<file path="src/sv/lrcs_pkg.sv">
// Package for the loudspeaker resonance and soft-clip block.
// Holds register indexes, reset values, widths, the controller state type
// and the command and status records shared by the controller and the datapath.
`default_nettype none

package lrcs_pkg;

  localparam int NUM_CHANNELS_DEF = 8;
  localparam int SAMPLE_BITS_DEF  = 24;

  localparam int CHAN_W     = 3;
  localparam int CFG_IDX_W  = 3;
  localparam int CFG_DATA_W = 24;
  localparam int COEF_W     = 18;
  localparam int SCALE_W    = 24;
  localparam int GAIN_W     = 23;
  localparam int WET_W      = 17;

  localparam int RND_SHIFT  = 16;
  localparam int ROUND_HALF = 32768;

  localparam logic [WET_W-1:0] WET_UNITY = 17'd65536;

  localparam logic [CFG_IDX_W-1:0] REG_COEF_IN    = 3'd0;
  localparam logic [CFG_IDX_W-1:0] REG_COEF_FB1   = 3'd1;
  localparam logic [CFG_IDX_W-1:0] REG_COEF_FB2   = 3'd2;
  localparam logic [CFG_IDX_W-1:0] REG_CLIP_SCALE = 3'd3;
  localparam logic [CFG_IDX_W-1:0] REG_OUT_GAIN   = 3'd4;
  localparam logic [CFG_IDX_W-1:0] REG_WET_MIX    = 3'd5;
  localparam logic [CFG_IDX_W-1:0] REG_BYPASS_ON  = 3'd6;

  localparam logic signed [COEF_W-1:0] COEF_IN_RST  = 18'sd4508;
  localparam logic signed [COEF_W-1:0] COEF_FB1_RST = 18'sd103560;
  localparam logic signed [COEF_W-1:0] COEF_FB2_RST = -18'sd41943;
  localparam logic [SCALE_W-1:0]       CLIP_SCALE_RST = 24'd32768;
  localparam logic [GAIN_W-1:0]        OUT_GAIN_RST   = 23'd65536;
  localparam logic [WET_W-1:0]         WET_MIX_RST    = 17'd65536;

  typedef enum logic [3:0] {
    ST_IDLE,
    ST_READ,
    ST_FMUL,
    ST_FSUM,
    ST_FSAT,
    ST_CPREP,
    ST_DINIT,
    ST_DIV,
    ST_CFIN,
    ST_GMUL,
    ST_GRND,
    ST_MMUL,
    ST_MSUM,
    ST_OUT
  } state_t;

  typedef struct packed {
    logic load_in;
    logic mem_rd;
    logic f_mul;
    logic f_sum;
    logic f_sat;
    logic c_prep;
    logic d_init;
    logic d_step;
    logic c_fin;
    logic g_mul;
    logic mem_wr;
    logic g_rnd;
    logic m_mul;
    logic m_sum;
    logic out_load;
  } dp_cmd_t;

  typedef struct packed {
    logic bypass;
    logic out_free;
  } dp_stat_t;

endpackage

`default_nettype wire

</file>
<file path="src/sv/lrcs_ctrl.sv">
// Controller of the loudspeaker resonance and soft-clip block.
// Steps one sample through the datapath and counts the divider iterations.
// Depends on lrcs_pkg.
`default_nettype none

module lrcs_ctrl #(
  parameter int SAMPLE_BITS = lrcs_pkg::SAMPLE_BITS_DEF
) (
  input  wire logic              clk,
  input  wire logic              rst,
  input  wire logic              in_valid,
  output logic                   in_ready,
  output lrcs_pkg::dp_cmd_t      cmd,
  input  wire lrcs_pkg::dp_stat_t stat
);

  localparam int CNT_W = $clog2(SAMPLE_BITS);

  lrcs_pkg::state_t state, state_next;
  logic [CNT_W-1:0] cnt, cnt_next;

  always_ff @(posedge clk) begin
    if (rst) begin
      state <= lrcs_pkg::ST_IDLE;
      cnt   <= '0;
    end else begin
      state <= state_next;
      cnt   <= cnt_next;
    end
  end

  always_comb begin
    state_next = state;
    cnt_next   = cnt;
    cmd        = '0;
    in_ready   = 1'b0;
    unique case (state)
      lrcs_pkg::ST_IDLE: begin
        in_ready    = 1'b1;
        cmd.load_in = in_valid;
        if (in_valid) begin
          state_next = lrcs_pkg::ST_READ;
        end
      end
      lrcs_pkg::ST_READ: begin
        cmd.mem_rd = !stat.bypass;
        state_next = stat.bypass ? lrcs_pkg::ST_OUT : lrcs_pkg::ST_FMUL;
      end
      lrcs_pkg::ST_FMUL: begin
        cmd.f_mul  = 1'b1;
        state_next = lrcs_pkg::ST_FSUM;
      end
      lrcs_pkg::ST_FSUM: begin
        cmd.f_sum  = 1'b1;
        state_next = lrcs_pkg::ST_FSAT;
      end
      lrcs_pkg::ST_FSAT: begin
        cmd.f_sat  = 1'b1;
        state_next = lrcs_pkg::ST_CPREP;
      end
      lrcs_pkg::ST_CPREP: begin
        cmd.c_prep = 1'b1;
        state_next = lrcs_pkg::ST_DINIT;
      end
      lrcs_pkg::ST_DINIT: begin
        cmd.d_init = 1'b1;
        cnt_next   = '0;
        state_next = lrcs_pkg::ST_DIV;
      end
      lrcs_pkg::ST_DIV: begin
        cmd.d_step = 1'b1;
        cnt_next   = cnt + 1'b1;
        if (cnt == CNT_W'(SAMPLE_BITS - 1)) begin
          state_next = lrcs_pkg::ST_CFIN;
        end
      end
      lrcs_pkg::ST_CFIN: begin
        cmd.c_fin  = 1'b1;
        state_next = lrcs_pkg::ST_GMUL;
      end
      lrcs_pkg::ST_GMUL: begin
        cmd.g_mul  = 1'b1;
        cmd.mem_wr = 1'b1;
        state_next = lrcs_pkg::ST_GRND;
      end
      lrcs_pkg::ST_GRND: begin
        cmd.g_rnd  = 1'b1;
        state_next = lrcs_pkg::ST_MMUL;
      end
      lrcs_pkg::ST_MMUL: begin
        cmd.m_mul  = 1'b1;
        state_next = lrcs_pkg::ST_MSUM;
      end
      lrcs_pkg::ST_MSUM: begin
        cmd.m_sum  = 1'b1;
        state_next = lrcs_pkg::ST_OUT;
      end
      lrcs_pkg::ST_OUT: begin
        if (stat.out_free) begin
          cmd.out_load = 1'b1;
          state_next   = lrcs_pkg::ST_IDLE;
        end
      end
      default: begin
        state_next = lrcs_pkg::ST_IDLE;
      end
    endcase
  end

endmodule

`default_nettype wire

</file>
<file path="config.mk">
export PLATFORM = sky130hd
export DESIGN_NAME = lrcs_ctrl
export DESIGN_NICKNAME = d
export VERILOG_FILES = /design/src/sv/lrcs_pkg.sv /design/src/sv/lrcs_ctrl.sv
export SDC_FILE = /design/constraint.sdc
export NUM_CORES = 1
export LEC_CHECK = 0
export ABC_AREA = 1
export ABC_CLOCK_PERIOD_IN_PS = 1600
export BUFFER_PORTS_ARGS = -buffer_cell sky130_fd_sc_hd__clkbuf_2
export CAP_MARGIN = 10
export CELL_PAD_IN_SITES_DETAIL_PLACEMENT = 2
export CELL_PAD_IN_SITES_GLOBAL_PLACEMENT = 2
export CORE_MARGIN = 2
export CORE_UTILIZATION = 24
export CTS_CLUSTER_DIAMETER = 150
export CTS_CLUSTER_SIZE = 8
export DETAILED_ROUTE_END_ITERATION = 7
export HOLD_SLACK_MARGIN = 0.1
export PLACE_DENSITY_LB_ADDON = 0.1
export RECOVER_POWER = 25
export SYNTH_ARGS = -nofsm -noshare
export SYNTH_HDL_FRONTEND = slang
export SYNTH_SLANG_ARGS = --single-unit
export TNS_END_PERCENT = 50
</file>
<file path="constraint.sdc">
create_clock -name clk -period 1.6 [get_ports clk]
set_clock_uncertainty 0.2 [all_clocks]
set_input_delay 0.32 -clock clk [delete_from_list [all_inputs] [get_ports clk]]
set_output_delay 0.32 -clock clk [all_outputs]
set_load 0.05 [all_outputs]
</file>
# After elaboration in Yosys (flattened, before gate mapping)
# Index checks and enable logic that the tools add are counted.
[word_totals]
elab_cells = 46
in_bits = 5
reg_bits = 9
[classes]
eq_ne = 17
n_reduce_logical = 4
n_addsub = 1
muxes = 22
[op_table]
columns = ["op", "count"]
rows = [
  ["$pmux W4 S14", 1],
  ["$eq A4 B4 Y1 const B", 6],
  ["$eq A4 B3 Y1 const B", 4],
  ["$mux W4", 4],
  ["$mux W1", 15],
  ["$pmux W5 S2", 1],
  ["$eq A4 B2 Y1 const B", 2],
  ["$ne A2 B2 Y1 const B", 3],
  ["$add A5 B1 Y5 const B", 1],
  ["$eq A5 B5 Y1 const B", 1],
  ["$eq A4 B1 Y1 const B", 1],
  ["$logic_not A4 Y1", 1],
  ["$reduce_and A3 Y1", 1],
  ["$mux W2", 1],
  ["$reduce_bool A2 Y1", 1],
  ["$logic_not A1 Y1", 1],
]

# Longest topological paths before layout
[depth]
word_depth = 3
depth_mapped = 9

# Least setup slack after synthesis
# No wires, ideal clock.
[synth_timing]
kind = "reg-to-output"
start = "register state[0]"
end = "output cmd[14] in the netlist's numbering"
path_stages_with_launch = 4
t_arrival_ps = 1619
path_slack_ps = -539
n_path_buf = 0
cell_sequence = "dfxtp_1 -> inv_1 -> nand2_1 -> nor3_1"
[synth_rtl]
columns = ["element", "line", "rtl"]
rows = [
  ["from (decl)", "lrcs_ctrl.sv:19", "lrcs_pkg::state_t state, state_next;"],
  ["from (signal assigned)", "lrcs_ctrl.sv:24", "state <= lrcs_pkg::ST_IDLE;"],
  ["from (signal assigned)", "lrcs_ctrl.sv:27", "state <= state_next;"],
  ["to (decl)", "lrcs_ctrl.sv:13", "output lrcs_pkg::dp_cmd_t cmd,"],
]

==> qor.csv <==
stage,metric,value,unit
detailed_routing,antenna-violating nets left,0,
sta,Final Cycle Share,1.09,
finish,antenna diode count,0,
grt,met3 GRT Util,0.0369,
sta,post-route setup slack,-0.149,ns
grt,Overall Global Routing Usage,0.191,
logic_synthesis,Synth Cell Area,666,um^2
logic_synthesis,Yosys reg bits,9,
finish,"most common cell after layout, fill and taps aside",nand2_1,
setup_path,critical path required time,1.08,ns
floorplanning,Die Span Y,56.7,um
floorplanning,die outline width,56.7,um
grt,most used routing layer,met2,
finish,"Core Util, Final",0.490,
clocking,Root Driver,clkbuf_4,
power_and_ir_drop,Cell Pwr Density,1900,mW/mm^2
placed_design,placed cell count,171,
min_path,Hold Path Class,in -> reg,
logic_synthesis,mean area per synthesized cell,5.94,um^2
logic_synthesis,share of the yosys chip area belonging to registers,0.271,
setup_path,cells along the critical path,inv_4 > nand2_4 > buf_6 > nor3_4 > buf_8,
grt,met2 GRT Util,0.324,
logic_synthesis,Synthesis Warnings,0,
finish,final non-filler cell total,178,
detailed_routing,DRT Wirelength,3.30,mm
clocking,"CTS clk-pin slew, worst paths",0.06,ns
floorplanning,Die ar.,0.00321,mm^2
sta,endpoints failing hold,0,
detailed_routing,drt initial violations,4,
sta,FMAX,0.572,GHz
detailed_routing,Vias,883,
finish,Nets,154,
sta,worst slew pin tran,0.254,ns
sta,Slew Limit Fails,0,
clocking,TritonCTS Sinks,9,
finish,synthesis-to-layout area growth,97.6,%
grt,vias in the first global route,937,
placed_design,GP Congestion,0.795,
floorplanning,Core Rows,19,
floorplanning,Core Region,0.00269,mm^2
power_and_ir_drop,leakage,0.583,nW
sta,Slew HR,0.829,
run,Max-Cap Viols,0,
setup_path,CP Max Fanout,4,
setup_path,CP arrival,1.23,ns
sta,RSZ-0062 raised after global routing,yes,
run_status,status,"finished, violations left",
detailed_routing,DRC viols,0,
setup_path,critical path type,reg -> out,
grt,initial antenna violation count,0,
logic_synthesis,leading area contributor after synthesis,dfxtp_1,
logic_synthesis,Cells after Synth,112,
logic_synthesis,ranking of synthesized cells by area,"dfxtp_1 (27%), nand2_1 (14%), nor2_1 (14%), nand3_1 (8.3%), inv_1 (6.8%)",
setup_path,critical path launch point type,register,
finish,proportion of layout cells with a drive suffix above 1,0.571,
grt,first-pass GRT wire length,4.72,mm
setup_path,CP max-delay cell,dfxtp_4,
detailed_routing,Via-to-Cell Ratio,4.96,
detailed_routing,drt pass-1 iters,3,
finish,most frequent cells in the layout,"nand2_1 (17), buf_8 (15), nor2_4 (12), nand3_1 (11), nor2_1 (10)",
placed_design,Port Buf Inserts,20,
floorplanning,I/O Pins,21,
sta,minimum clock period,1.75,ns
grt,gr ovfl total,0,
clocking,CTS tree,done,
detailed_routing,wire per inst,18.5,um
clocking,Inserted Clock Buffers,3,
run_status,failing checks,negative setup slack,
clocking,Skew-Pair Late Insertion Delay,0.27,ns
setup_path,CP max stage delay,0.37,ns
power_and_ir_drop,Worst VDD drop,0.990,mV
clocking,Longest Clk Path Bufs,2,
sta,setup violators final,17,
grt,met1 Usage GRT,0.259,
clocking,CTS H-Tree Depth,1,
logic_synthesis,syn_nets,118,
floorplanning,Initial Utilization,0.248,
placed_design,hpwl dp,2.20,mm
grt,largest net degree at the start of global routing,10,
logic_synthesis,Synth cell types,23,
logic_synthesis,Synth top area share,0.271,
setup_path,CP Capture Type,output pin,
## layer usage
| metal | vias to the layer above | wire length (um) |
|---|---|---|
| met5 | - | 0 |
| met1 | 432 | 1350 |
| met2 | 19 | 1800 |
| met4 | 0 | 55 |
| li1 | 425 | - |
| met3 | 7 | 93 |
## cell type report
type	instances	area (um^2)
fillers	306	1370
multi-input cells	84	581
repair buffers	34	397
flip-flops and latches	9	196
inverters	16	76.3
well taps	31	38.8
clock buffers	4	26.3
## through the flow
| stage | setup WS [ns] | area (um^2) | hold slack, ns | power, mW | TNS, ns |
|---|---|---|---|---|---|
| finish | -0.149 | 1320 | 0.143 | 2.50 | -2.03 |
| global route | -0.192 | 1320 | 0.161 | 2.63 | -2.95 |
| floorplan | -0.164 | 701 | 0.271 | 1.13 | -1.13 |
| CTS | -0.168 | 1170 | 0.133 | 2.15 | -2.05 |
| detailed placement | -0.125 | 896 | 0.309 | 1.52 | -0.275 |
| global placement | -0.0447 | 896 | 0.292 | 1.48 | -0.109 |
## worst max-delay path, delay by kind of cell, from the launching register on
kind | cells | cell delay, ns
DFF | 1 | 0.37
and+or+nand+nor | 2 | 0.21
buffers and inverters | 3 | 0.38
## synthesized netlist by cell type (all sizes together)
library cell	number
ha	1
nand3	12
o21bai	1
o21ai	1
a21oi	7
dfxtp	9
nand4	1
nor2	27
nor3	4
inv	15
nand2	29
a311oi	1
clkinv	1
buf	3
## state kept, by name, indices dropped and copies added, names as in the netlist
name   cells
state      4
cnt        5
## kinds of logic after synthesis
group                    after synthesis  share of synthesized area
buffers and inverters                 19                      0.126
flip-flops                             9                      0.271
AO/OA/AOI/OAI                         10                     0.0902
AND/OR/NAND/NOR                       73                      0.494
adder cells (fa/ha/maj)                1                     0.0188
## repair_timing
action / CTS / global route
hold buffers: 0 / 0
pin swaps: 5 / 3
setup endpoints to repair: 16 / 19
resized for setup: 65 / 48
buffers inserted: 2 / 1
## worst paths after layout
kind,from,endpoint,slack (ns),depth (start not counted)
worst min register to register,cnt[0],cnt[0],0.31,1
worst max-delay path,state[1],cmd[0],-0.15,5
worst max register to register,state[0],state[2],-0.04,8
worst min-delay path,rst,state[3],0.14,2
## power by group
part	total, mW	leakage [nW]	internal, mW	switching [mW]
registers	0.419	0.0764	0.293	0.125
logic	1.91	0.491	0.765	1.14
clock network	0.180	0.0150	0.0963	0.0835
No activity file was read; power rests on OpenSTA's default activity.
